File: config.mk
export PLATFORM = sky130hd
export DESIGN_NAME = grg_exp_step
export DESIGN_NICKNAME = d
export VERILOG_FILES = /design/src/rtl/core/grg_pkg.sv /design/src/rtl/core/grg_exp_step.sv
export SDC_FILE = /design/constraint.sdc
export NUM_CORES = 1
export LEC_CHECK = 0
export ABC_AREA = 1
export BUFFER_PORTS_ARGS = -buffer_cell sky130_fd_sc_hd__buf_4
export CORE_MARGIN = 1.5
export CORE_UTILIZATION = 54
export CTS_BUF_LIST = sky130_fd_sc_hd__clkbuf_8
export CTS_CLUSTER_DIAMETER = 50
export DETAILED_ROUTE_END_ITERATION = 7
export PLACE_DENSITY = 0.82
export SYNTH_ARGS = -nofsm -noshare
export SYNTH_HDL_FRONTEND = slang
export SYNTH_SLANG_ARGS = --single-unit
File: constraint.sdc
create_clock -name clk_i -period 3.35 [get_ports clk_i]
set_input_delay 0.67 -clock clk_i [delete_from_list [all_inputs] [get_ports clk_i]]
set_output_delay 0.67 -clock clk_i [all_outputs]
set_load 0.005 [all_outputs]
File: src/rtl/core/grg_pkg.sv
// Shared types, constants and elaboration-time tables for the gamma ramp generator.
`default_nettype none
package grg_pkg;

  localparam int unsigned IdxW     = 8;
  localparam int unsigned GammaW   = 10;
  localparam int unsigned ValW     = 16;
  localparam int unsigned LogW     = 36;   // unsigned log2, 32 fraction bits
  localparam int unsigned LgW      = 38;   // signed log2 difference
  localparam int unsigned YW       = 49;   // signed exponent * log2 product
  localparam int unsigned FracW    = 32;
  localparam int unsigned RW       = 32;   // Q1.31 mantissa
  localparam int unsigned ExpSteps = 32;
  localparam int unsigned Entries  = 256;
  localparam logic [10:0] ExpBias  = 11'd640;
  localparam logic [RW-1:0] OneQ31 = 32'h8000_0000;
  localparam logic [4:0]  MaxShift = 5'd16;
  localparam logic [GammaW-1:0] GammaReset = 10'd128;

  typedef logic [Entries-1:0][LogW-1:0] grg_log_tab_t;
  typedef logic [ExpSteps-1:0][RW-1:0]  grg_exp_tab_t;

  // Payload travelling through the exp2 product chain.
  typedef struct packed {
    logic            sat;   // result is full scale
    logic            zero;  // result underflows to zero
    logic [4:0]      k;     // integer part of -y
    logic [FracW-1:0] f;    // fraction of -y
    logic [RW-1:0]   r;     // running product 2^-f
  } grg_exp_t;

  function automatic logic [63:0] grg_isqrt(input logic [63:0] a);
    logic [63:0] rem;
    logic [63:0] r;
    logic [63:0] bitv;
    rem  = a;
    r    = '0;
    bitv = 64'h4000_0000_0000_0000;
    for (int i = 0; i < 32; i++) begin
      if (rem >= r + bitv) begin
        rem = rem - (r + bitv);
        r   = (r >> 1) + bitv;
      end else begin
        r = r >> 1;
      end
      bitv = bitv >> 2;
    end
    return r;
  endfunction

  function automatic logic [LogW-1:0] grg_log2_q32(input int unsigned v);
    logic [63:0] x;
    logic [31:0] frac;
    int unsigned k;
    k    = 0;
    frac = '0;
    if (v == 0) return '0;
    for (int i = 0; i < 30; i++) begin
      if ((v >> (k + 1)) != 0) k++;
    end
    x = 64'(v) << (31 - k);
    for (int j = 31; j >= 0; j--) begin
      x = (x * x) >> 31;
      if (x >= 64'h1_0000_0000) begin
        x       = x >> 1;
        frac[j] = 1'b1;
      end
    end
    return (LogW'(k) << 32) | LogW'(frac);
  endfunction

  function automatic grg_log_tab_t grg_build_log_tab();
    grg_log_tab_t tab;
    for (int i = 0; i < Entries; i++) tab[i] = grg_log2_q32(i + 1);
    return tab;
  endfunction

  // Factors 2^(-2^-j), j = 1..32, by repeated square roots from one half.
  function automatic grg_exp_tab_t grg_build_exp_tab();
    grg_exp_tab_t tab;
    logic [63:0] t;
    t = 64'h4000_0000;
    for (int j = 0; j < ExpSteps; j++) begin
      t      = grg_isqrt(t << 31);
      tab[j] = t[RW-1:0];
    end
    return tab;
  endfunction

  localparam grg_log_tab_t LogTab = grg_build_log_tab();
  localparam grg_exp_tab_t ExpTab = grg_build_exp_tab();

endpackage
`default_nettype wire

File: src/rtl/core/grg_exp_step.sv
// One stage of the exp2 product chain: multiply by 2^(-2^-Step) when that fraction bit is set.
`default_nettype none
module grg_exp_step #(
  parameter int unsigned Step = 1
) (
  input  wire logic        clk_i,
  input  wire logic        rst_ni,
  input  wire logic        in_valid_i,
  input  wire grg_pkg::grg_exp_t in_data_i,
  output logic             in_ready_o,
  output logic             out_valid_o,
  output grg_pkg::grg_exp_t out_data_o,
  input  wire logic        out_ready_i
);
  import grg_pkg::*;

  localparam int unsigned BitIdx = FracW - Step;
  localparam logic [RW-1:0] Factor = ExpTab[Step-1];

  logic        v_q;
  logic        en;
  logic [63:0] prod;
  grg_exp_t    d, q;

  assign en         = !v_q || out_ready_i;
  assign in_ready_o = en;

  always_comb begin
    prod = 64'(in_data_i.r) * 64'(Factor);
    d    = in_data_i;
    if (in_data_i.f[BitIdx]) d.r = prod[62:31];
  end

  always_ff @(posedge clk_i or negedge rst_ni) begin
    if (!rst_ni) v_q <= 1'b0;
    else if (en) v_q <= in_valid_i;
  end

  always_ff @(posedge clk_i) begin
    if (en) q <= d;
  end

  assign out_valid_o = v_q;
  assign out_data_o  = q;
endmodule
`default_nettype wire

==> results.py <==
metrics = {
    "floorplan": {
        "rows": 72,
        "die_h_um": 201,
        "dieWidth_um": 201,
        "core_mm2": 0.0386,
        "initial_core_util_pct": 54.7,
        "dieArea_mm2": 0.0403,
        "ios": 148,
    },
    "timing": {
        "fin_skew_ns": 0.0132,
        "holdWs_ns": 0.0553,
        "rsz0062_at_grt": "yes",
        "layout_min_cycle_time_ns": 6.11,
        "fin_crit_sh_pct": 182,
        "max_clock_freq_mhz": 164,
        "tightestPinTransition_ns": 0.517,
        "maxSlewViolCount": 0,
        "fin_tns_setup_ns": -84.71,
        "slew_headroom_pct": 65.5,
        "setup_slack_ns": -2.76,
        "hold_violations": 0,
        "final-setup-viol-count": 32,
    },
    "critical_path": {
        "arrival_ns": 6.23,
        "cp-startpoint": "in_data_i[22]",
        "crit_type": "in -> reg",
        "setup.worst_path.start_class": "input pin",
        "critPathMaxFanout": 4,
        "endpoint_kind": "flop",
        "required_ns": 3.47,
        "r2r-start": "out_valid_o$_DFFE_PN0P_",
    },
    "outcome": {
        "failed_checks": "negative setup slack",
        "status": "complete, but fails checks",
    },
    "synthesis": {
        "synth.distinct_cells": 31,
        "synthTopCellsByCount": "768 x inv_1, 461 x nand2_1, 424 x ha_1",
        "synth.area.top_cells": "fa_1 31%, ha_1 25%, inv_1 14%",
        "synthCells": 2492,
        "seq_area_frac_synth_pct": 10.2,
        "ys_seq_elements": 72,
        "synth_most_common_cell": "inv_1",
        "synth_top_area_cell": "fa_1",
        "yosysWarnings": 0,
        "ys.flop_type": "edfxtp_1",
        "async_flop_share_pct": 1.39,
        "synth_edf_count": 71,
        "syn_area_mm2": 0.0211,
        "synth_top_cell_area_share_pct": 31.5,
        "avgSynthCellArea_um2": 8.48,
        "synth_nets": 3323,
    },
    "clock_tree": {
        "cts_tree": "yes",
        "htreeDepth": 3,
        "cts_buffer_depth": 2,
        "clk_pin_slew_ns": 0.09,
        "cts_root_buf": "clkbuf_8",
        "clock-sinks": 72,
        "cts_buffers": 9,
        "ctsHoldBuffers": 0,
        "clkLatencyLatePin_ns": 0.38,
    },
    "finish": {
        "multiInputGateArea_mm2": 0.0186,
        "antennaDiodeCount": 0,
        "stdcell_count": 3473,
        "fillers": 2588,
        "synthToLayoutAreaGrowth_pct": 33.1,
        "finalNetCount": 3781,
        "ff_latch_area_mm2": 0.00216,
        "drive_above_1_share_pct": 30.8,
    },
    "placed_design": {
        "hpwl_um": 57900,
        "gp_congestion": 1.07,
        "port_buffers": 147,
        "place_worst_setup_slack_ns": -3.26,
        "dp_cells": 3435,
    },
    "drt": {
        "totalWireLength_um": 69400,
        "route.antenna.remaining_nets": 0,
        "first_pass_iters": 6,
        "drt_iter0_drc": 1516,
        "wl_per_cell_um": 20.0,
        "num_vias": 18700,
        "drc": 0,
        "drt-vias-per-instance": 5.39,
    },
    "grt": {
        "grt_max_degree": 39,
        "grt_usage_pct": 34.0,
        "grt-ovfl-total": 0,
        "grt_pass1_wl_um": 106000,
        "antenna_found_initial": 0,
        "first_global_vias": 20300,
    },
    "min_path": {
        "hold_path_class": "in -> async",
    },
    "flow_run": {
        "max_cap_violations": 0,
    },
}
==> worst paths after layout <==
check / to / slack (ns) / depth (start not counted)
max in group asynchronous: out_valid_o$_DFFE_PN0P_ / 3.21 / 1
worst min-delay path: out_valid_o$_DFFE_PN0P_ / 0.06 / 1
worst min register to register: out_data_o[9]$_DFFE_PP_ / 1.00 / 1
worst max-delay path: out_data_o[20]$_DFFE_PP_ / -2.76 / 26
min in group clk_i: out_data_o[37]$_DFFE_PP_ / 0.47 / 1
worst max register to register: out_data_o[66]$_DFFE_PP_ / 1.59 / 2
==> area by class of cell <==
cell class              instances  share of cell area, %
well taps                     518                   2.31
repair buffers                453                   13.0
clock buffers                   9                  0.441
flip-flops and latches         72                   7.68
inverters                     769                   10.3
clock inverters                 7                  0.280
multi-input cells            1645                   66.0
==> layout by cell type (no fill, tap or decap), drive strengths merged, types with 3 or more instances in the layout <==
cell    Yosys  routed
xor2       37      37
and2        3       3
xnor2      16      16
o21ai      45      45
nand3      87      87
o21bai     11      11
nand4      16      16
a21oi      68      68
edfxtp     71      71
ha        424     424
nand2     463     463
clkbuf      4       9
nor3       13      13
buf         2     453
a21o       14      14
inv       768     771
fa        332     332
nor2      110     110
==> state kept, by name, summed over array words and instances (netlist names) <==
signal and count:
out_valid_o 1, out_data_o 71
==> cell families after synthesis <==
family	share of synthesized area, %
AND/OR/NAND/NOR	13.5
XOR/XNOR	2.20
adder cells (fa/ha/maj)	56.6
AO/OA/AOI/OAI	3.74
buffers and inverters	13.8
flip-flops	10.2
==> critical path, cell delays in order <==
cell	delay, ns
buf_12	0.12
ha_4	0.28
inv_2	0.05
fa_1	0.47
fa_1	0.51
inv_2	0.04
fa_1	0.47
fa_1	0.51
fa_1	0.52
fa_1	0.50
inv_1	0.05
fa_1	0.51
inv_2	0.05
ha_4	0.30
nand2_4	0.09
buf_6	0.13
nor2_4	0.18
nand2_4	0.12
inv_2	0.09
nand2_1	0.08
nand2_1	0.10
nand2_1	0.09
nand3_1	0.09
nand2_1	0.05
nand3_1	0.08
nand2_1	0.06
==> per-stage QoR <==
step	utilization, %	instance area (um^2)
2_1_floorplan	-	21700
3_3_place_gp	66.2	25600
3_5_place_dp	66.2	25600
4_1_cts	70.7	27300
5_1_grt	72.7	28100
6_report	72.7	28100
==> what timing repair did <==
| item | 4_1_cts | 5_1_grt |
|---|---|---|
| setup endpoints to repair | 32 | 32 |
| pin swaps | 109 | 82 |
| gates resized for setup | 334 | 170 |
| setup buffers | 11 | 12 |
==> routing by layer <==
metal  share of wire (%)  GRT usage [%]
met1                  39           41.9
met2                  47           57.9
met3                 7.7           4.43
met4                 6.8           19.2
met5                   0              0
Power is not shown: default switching activity piles up to over one toggle a cycle in this logic, so the estimate is an artifact.
