### config.mk
export PLATFORM = sky130hd
export DESIGN_NAME = grg_scale
export DESIGN_NICKNAME = d
export VERILOG_FILES = /design/src/rtl/core/grg_pkg.sv /design/src/rtl/core/grg_scale.sv
export SDC_FILE = /design/constraint.sdc
export NUM_CORES = 1
export LEC_CHECK = 0
export BUFFER_PORTS_ARGS = -buffer_cell sky130_fd_sc_hd__buf_2
export CAP_MARGIN = 30
export CORE_ASPECT_RATIO = 0.5
export CORE_MARGIN = 8
export CORE_UTILIZATION = 41
export DETAILED_ROUTE_END_ITERATION = 8
export GPL_TIMING_DRIVEN = 0
export PLACE_DENSITY = 0.65
export SETUP_SLACK_MARGIN = 0.3
export SLEW_MARGIN = 20
export SYNTH_ARGS = -nofsm -noshare
export SYNTH_HDL_FRONTEND = slang
export SYNTH_SLANG_ARGS = --single-unit
### constraint.sdc
create_clock -name clk_i -period 1.25 [get_ports clk_i]
set_input_delay 0 -clock clk_i [delete_from_list [all_inputs] [get_ports clk_i]]
set_output_delay 0 -clock clk_i [all_outputs]
set_load 0.03 [all_outputs]
### src/rtl/core/grg_pkg.sv
// Shared types, constants and elaboration-time tables for the gamma ramp generator.
`default_nettype none
package grg_pkg;

  localparam int unsigned IdxW     = 8;
  localparam int unsigned GammaW   = 10;
  localparam int unsigned ValW     = 16;
  localparam int unsigned LogW     = 36;   // unsigned log2, 32 fraction bits
  localparam int unsigned LgW      = 38;   // signed log2 difference
  localparam int unsigned YW       = 49;   // signed exponent * log2 product
  localparam int unsigned FracW    = 32;
  localparam int unsigned RW       = 32;   // Q1.31 mantissa
  localparam int unsigned ExpSteps = 32;
  localparam int unsigned Entries  = 256;
  localparam logic [10:0] ExpBias  = 11'd640;
  localparam logic [RW-1:0] OneQ31 = 32'h8000_0000;
  localparam logic [4:0]  MaxShift = 5'd16;
  localparam logic [GammaW-1:0] GammaReset = 10'd128;

  typedef logic [Entries-1:0][LogW-1:0] grg_log_tab_t;
  typedef logic [ExpSteps-1:0][RW-1:0]  grg_exp_tab_t;

  // Payload travelling through the exp2 product chain.
  typedef struct packed {
    logic            sat;   // result is full scale
    logic            zero;  // result underflows to zero
    logic [4:0]      k;     // integer part of -y
    logic [FracW-1:0] f;    // fraction of -y
    logic [RW-1:0]   r;     // running product 2^-f
  } grg_exp_t;

  function automatic logic [63:0] grg_isqrt(input logic [63:0] a);
    logic [63:0] rem;
    logic [63:0] r;
    logic [63:0] bitv;
    rem  = a;
    r    = '0;
    bitv = 64'h4000_0000_0000_0000;
    for (int i = 0; i < 32; i++) begin
      if (rem >= r + bitv) begin
        rem = rem - (r + bitv);
        r   = (r >> 1) + bitv;
      end else begin
        r = r >> 1;
      end
      bitv = bitv >> 2;
    end
    return r;
  endfunction

  function automatic logic [LogW-1:0] grg_log2_q32(input int unsigned v);
    logic [63:0] x;
    logic [31:0] frac;
    int unsigned k;
    k    = 0;
    frac = '0;
    if (v == 0) return '0;
    for (int i = 0; i < 30; i++) begin
      if ((v >> (k + 1)) != 0) k++;
    end
    x = 64'(v) << (31 - k);
    for (int j = 31; j >= 0; j--) begin
      x = (x * x) >> 31;
      if (x >= 64'h1_0000_0000) begin
        x       = x >> 1;
        frac[j] = 1'b1;
      end
    end
    return (LogW'(k) << 32) | LogW'(frac);
  endfunction

  function automatic grg_log_tab_t grg_build_log_tab();
    grg_log_tab_t tab;
    for (int i = 0; i < Entries; i++) tab[i] = grg_log2_q32(i + 1);
    return tab;
  endfunction

  // Factors 2^(-2^-j), j = 1..32, by repeated square roots from one half.
  function automatic grg_exp_tab_t grg_build_exp_tab();
    grg_exp_tab_t tab;
    logic [63:0] t;
    t = 64'h4000_0000;
    for (int j = 0; j < ExpSteps; j++) begin
      t      = grg_isqrt(t << 31);
      tab[j] = t[RW-1:0];
    end
    return tab;
  endfunction

  localparam grg_log_tab_t LogTab = grg_build_log_tab();
  localparam grg_exp_tab_t ExpTab = grg_build_exp_tab();

endpackage
`default_nettype wire

### src/rtl/core/grg_scale.sv
// Output stage: scale by 65535, round at the 2^k shift, clamp; holds the output register.
`default_nettype none
module grg_scale (
  input  wire logic                     clk_i,
  input  wire logic                     rst_ni,
  input  wire logic                     in_valid_i,
  input  wire grg_pkg::grg_exp_t        in_data_i,
  output logic                          in_ready_o,
  output logic                          out_valid_o,
  output logic [grg_pkg::ValW-1:0]      out_val_o,
  input  wire logic                     out_ready_i
);
  import grg_pkg::*;

  logic            v_q;
  logic            en;
  logic [47:0]     num;
  logic [47:0]     shifted;
  logic [ValW-1:0] val_d, val_q;

  assign en         = !v_q || out_ready_i;
  assign in_ready_o = en;

  always_comb begin
    num     = (48'(in_data_i.r) << 16) - 48'(in_data_i.r)
              + (48'(1) << (6'd30 + 6'(in_data_i.k)));
    shifted = num >> (6'd31 + 6'(in_data_i.k));
    if (in_data_i.sat) val_d = '1;
    else if (in_data_i.zero) val_d = '0;
    else if (shifted[47:ValW] != '0) val_d = '1;
    else val_d = shifted[ValW-1:0];
  end

  always_ff @(posedge clk_i or negedge rst_ni) begin
    if (!rst_ni) v_q <= 1'b0;
    else if (en) v_q <= in_valid_i;
  end

  always_ff @(posedge clk_i) begin
    if (en) val_q <= val_d;
  end

  assign out_valid_o = v_q;
  assign out_val_o   = val_q;
endmodule
`default_nettype wire

==> flow_metrics.tcl <==
set metrics [dict create \
    syn_inst 738 \
    yosys.area.top_type "ha_1" \
    r2r-start "out_valid_o" \
    crit_path_max_incr_delay_ns 0.50 \
    cts_inserted_buffers 3 \
    drt_iter0_markers 536 \
    drc 0 \
    dpl.cell_count 986 \
    power.share.clock_pct 11.0 \
    final_nets 1046 \
    p_sw_w 0.00267 \
    mostFrequentLayoutCell "inv_1" \
    cts.sinks 17 \
    netlist.area_leader.share_pct 17.7 \
    cts_tree "built" \
    hold_path.class "in2async" \
    htreeDepth 1 \
    cts_root_buffer "clkbuf_16" \
    grt_pass1_vias 5725 \
    final_cell_mix "inv_1 (90), nand2_1 (73), buf_2 (59)" \
    setup_viol 16 \
    yosys_most_used_dff "edfxtp_1" \
    combPwrFrac_pct 76.3 \
    layout.cells.non_filler 1048 \
    post_drt_wl_per_cell_um 18.4 \
    end_kind "flop" \
    ir_drop_mv 0.957 \
    synth.avg_cell_area_sq_um 7.29 \
    crit_slowest_cell "fa_1" \
    synth.area.top_cells "ha_1 (18%), edfxtp_1 (8.9%), inv_1 (6.6%)" \
    swShare_pct 47.8 \
    dp_hpwl_um 15100 \
    power_w 0.00560 \
    syn-cell-area_sq_mm 0.00538 \
    seqPwrFrac_pct 12.7 \
    gr-total-overflow 0 \
    finalWorstSetupSlack_ns -3.17 \
    firstDrtPassIters 5 \
    slew_violations 0 \
    io_buffers 60 \
    fin_area_sq_mm 0.00770 \
    crit_required_ns 1.24 \
    wl_um 19300 \
    initial_core_util_pct 42.2 \
    rsz0062_at_grt "yes" \
    fp.dieH_um 97.0 \
    crit_chain "buf_12 -> inv_12 -> buf_12 -> clkbuf_16 -> ha_4 -> clkbuf_16 -> clkbuf_16 -> nand3_4 -> fa_1 -> inv_2 -> ha_4 -> buf_4 -> a21oi_1 -> o21ai_0 -> nor2b_1 -> o31a_1 -> nor3b_4 -> buf_4 -> mux2_2 -> nor4_1 -> a41oi_1 -> a31oi_1 -> o31ai_2" \
    num_vias 6261 \
    internal_power_w 0.00292 \
    violations "setup timing" \
    place_area_sq_mm 0.00632 \
    post-route-util_pct 60.4 \
    period_share_pct 353 \
    holdWs_ns 0.0602 \
    crit_path_start "in_data_i[65]" \
    p_leak_nw 3.43 \
    die_w_um 178 \
    hold_viol_final 0 \
    io_pins 93 \
    grt_pass1_wl_um 29100 \
    ys_seq_area_share_pct 9.40 \
    finClkSkew_ns 0.000544 \
    status "finished with violations" \
    synth_edf_count 16 \
    crit_top_cell "clkbuf_16" \
    viasPerCell 5.97 \
    gp_congestion 0.928 \
    clk_latency_ns 0.24 \
    ant_nets 0 \
    power.density_mw_per_mm2 727 \
    antenna_found_initial 0 \
    clockBufferDepth 2 \
    relSlewSlack_pct 42.5 \
    coreArea_sq_mm 0.0127 \
    finalCriticalPeriod_ns 4.42 \
    worstPathArrival_ns 4.40 \
    yosys_warnings 0 \
    dieArea_sq_mm 0.0173 \
    synth_cell_types 80 \
    synthArstFlopShare_pct 5.88 \
    ys_seq_elements 17 \
    insertedDiodeCount 0 \
    max_cap_violations 0 \
    max_freq_mhz 226 \
    drive_above_1_share_pct 32.6 \
    grt_max_degree 12 \
    grt.total_usage_pct 20.2 \
    area_growth_pct 43.1 \
    cp_max_fo 8 \
    rows 29 \
    tightest_slew_ns 0.856 \
    start_kind "primary input" \
    path_class "in2reg" \
    clk_pin_slew_ns 0.05 \
]
[path summary, 6_finish.rpt]
kind	end	slack, ns	depth (start not counted)
max	out_val_o[0]	-3.17	23
min	out_valid_o	0.06	2
max reg2reg	out_val_o[15]	0.30	2
min reg2reg	out_valid_o	0.69	3
max in group asynchronous	out_valid_o	1.09	2
min in group clk_i	out_valid_o	0.19	4
[area by class of cell]
class | instances | area [sq um]
sequential | 17 | 507
fill | 1132 | 5040
timing repair buffer | 119 | 837
tap | 170 | 213
inverter | 96 | 375
multi-input combinational | 618 | 5360
clock buffer | 3 | 75.1
clock inverter | 1 | 5.00
buffer | 24 | 325
[state kept, by name (all words and copies together) (netlist names)]
register     flops
out_valid_o      1
out_val_o       16
[cell families (layout without fill, tap and decap cells)]
logic type                 after synthesis  after routing  share of synthesized area [%]
and+or+nand+nor                        263            263                           24.0
AOI/OAI and AO/OA                      218            218                           27.8
buffers and inverters                  120            243                           9.52
adders and majority gates               92             92                           23.6
muxes                                   18             18                           4.14
DFF                                     17             17                           9.40
xor gates and xnor gates                 8              8                           1.30
other                                    2             19                          0.140
[synth_stat cells, types with 4 or more instances]
cell       instances
a31oi_1            9
ha_1              76
a211o_1           10
o211a_1            5
edfxtp_1          16
nor3_1            33
a21o_1            13
inv_1             95
a211oi_1           9
o2111ai_1          4
mux2_2             4
nand2b_1           7
mux2i_1           11
nor2_1            47
o21ai_0           35
nor2b_1            7
and2_1             5
o31ai_1            8
a311oi_1           5
o211ai_1           5
or3_1              8
and3_1            14
clkbuf_1          11
o21a_1            11
nand2_1           81
nand4_1           18
nand3_1           23
buf_2              4
clkbuf_8           4
o221ai_1           4
xnor2_1            7
a21oi_1           57
nor4_1             4
fa_1              16
[metrics by stage]
step	setup TNS [ns]	setup WS, ns
global route	-49.89	-3.30
finish	-47.90	-3.17
global placement	-59.18	-4.00
detailed placement	-57.41	-3.75
floorplan	-40.60	-2.76
CTS	-47.41	-3.14
[critical path: cells and delay by family]
kind,cells,cell delay (ns)
and+or+nand+nor,4,0.87
buffers and inverters,9,1.03
AOI/OAI and AO/OA,6,1.13
adders and majority gates,3,0.97
muxes,1,0.37
[metal layers]
metal	up-vias	share of wire [%]	GRT usage [%]
met5	-	0	0
met1	2923	45	28.0
met2	286	45	32.8
li1	3006	-	-
met3	46	7.1	2.33
met4	0	2.5	5.03
[power groups by stage]
stage | registers, W | clock network, W | logic [W]
2_1_floorplan | 0.000842 | 0 | 0.00236
3_3_place_gp | 0.000719 | 0 | 0.00327
3_5_place_dp | 0.000721 | 0 | 0.00330
4_1_cts | 0.000710 | 0.000630 | 0.00375
5_1_grt | 0.000715 | 0.000656 | 0.00459
6_report | 0.000710 | 0.000614 | 0.00427
[what timing repair did]
action / in CTS / in global routing
pin swaps: 27 / 43
hold buffers: 2 / 0
buffers inserted: 27 / 29
cloned: 0 / 0
gates resized for setup: 94 / 69
endpoints found under the hold margin: 2 / 0
setup endpoints to repair: 17 / 28
No activity file was read; power rests on OpenSTA's default activity.
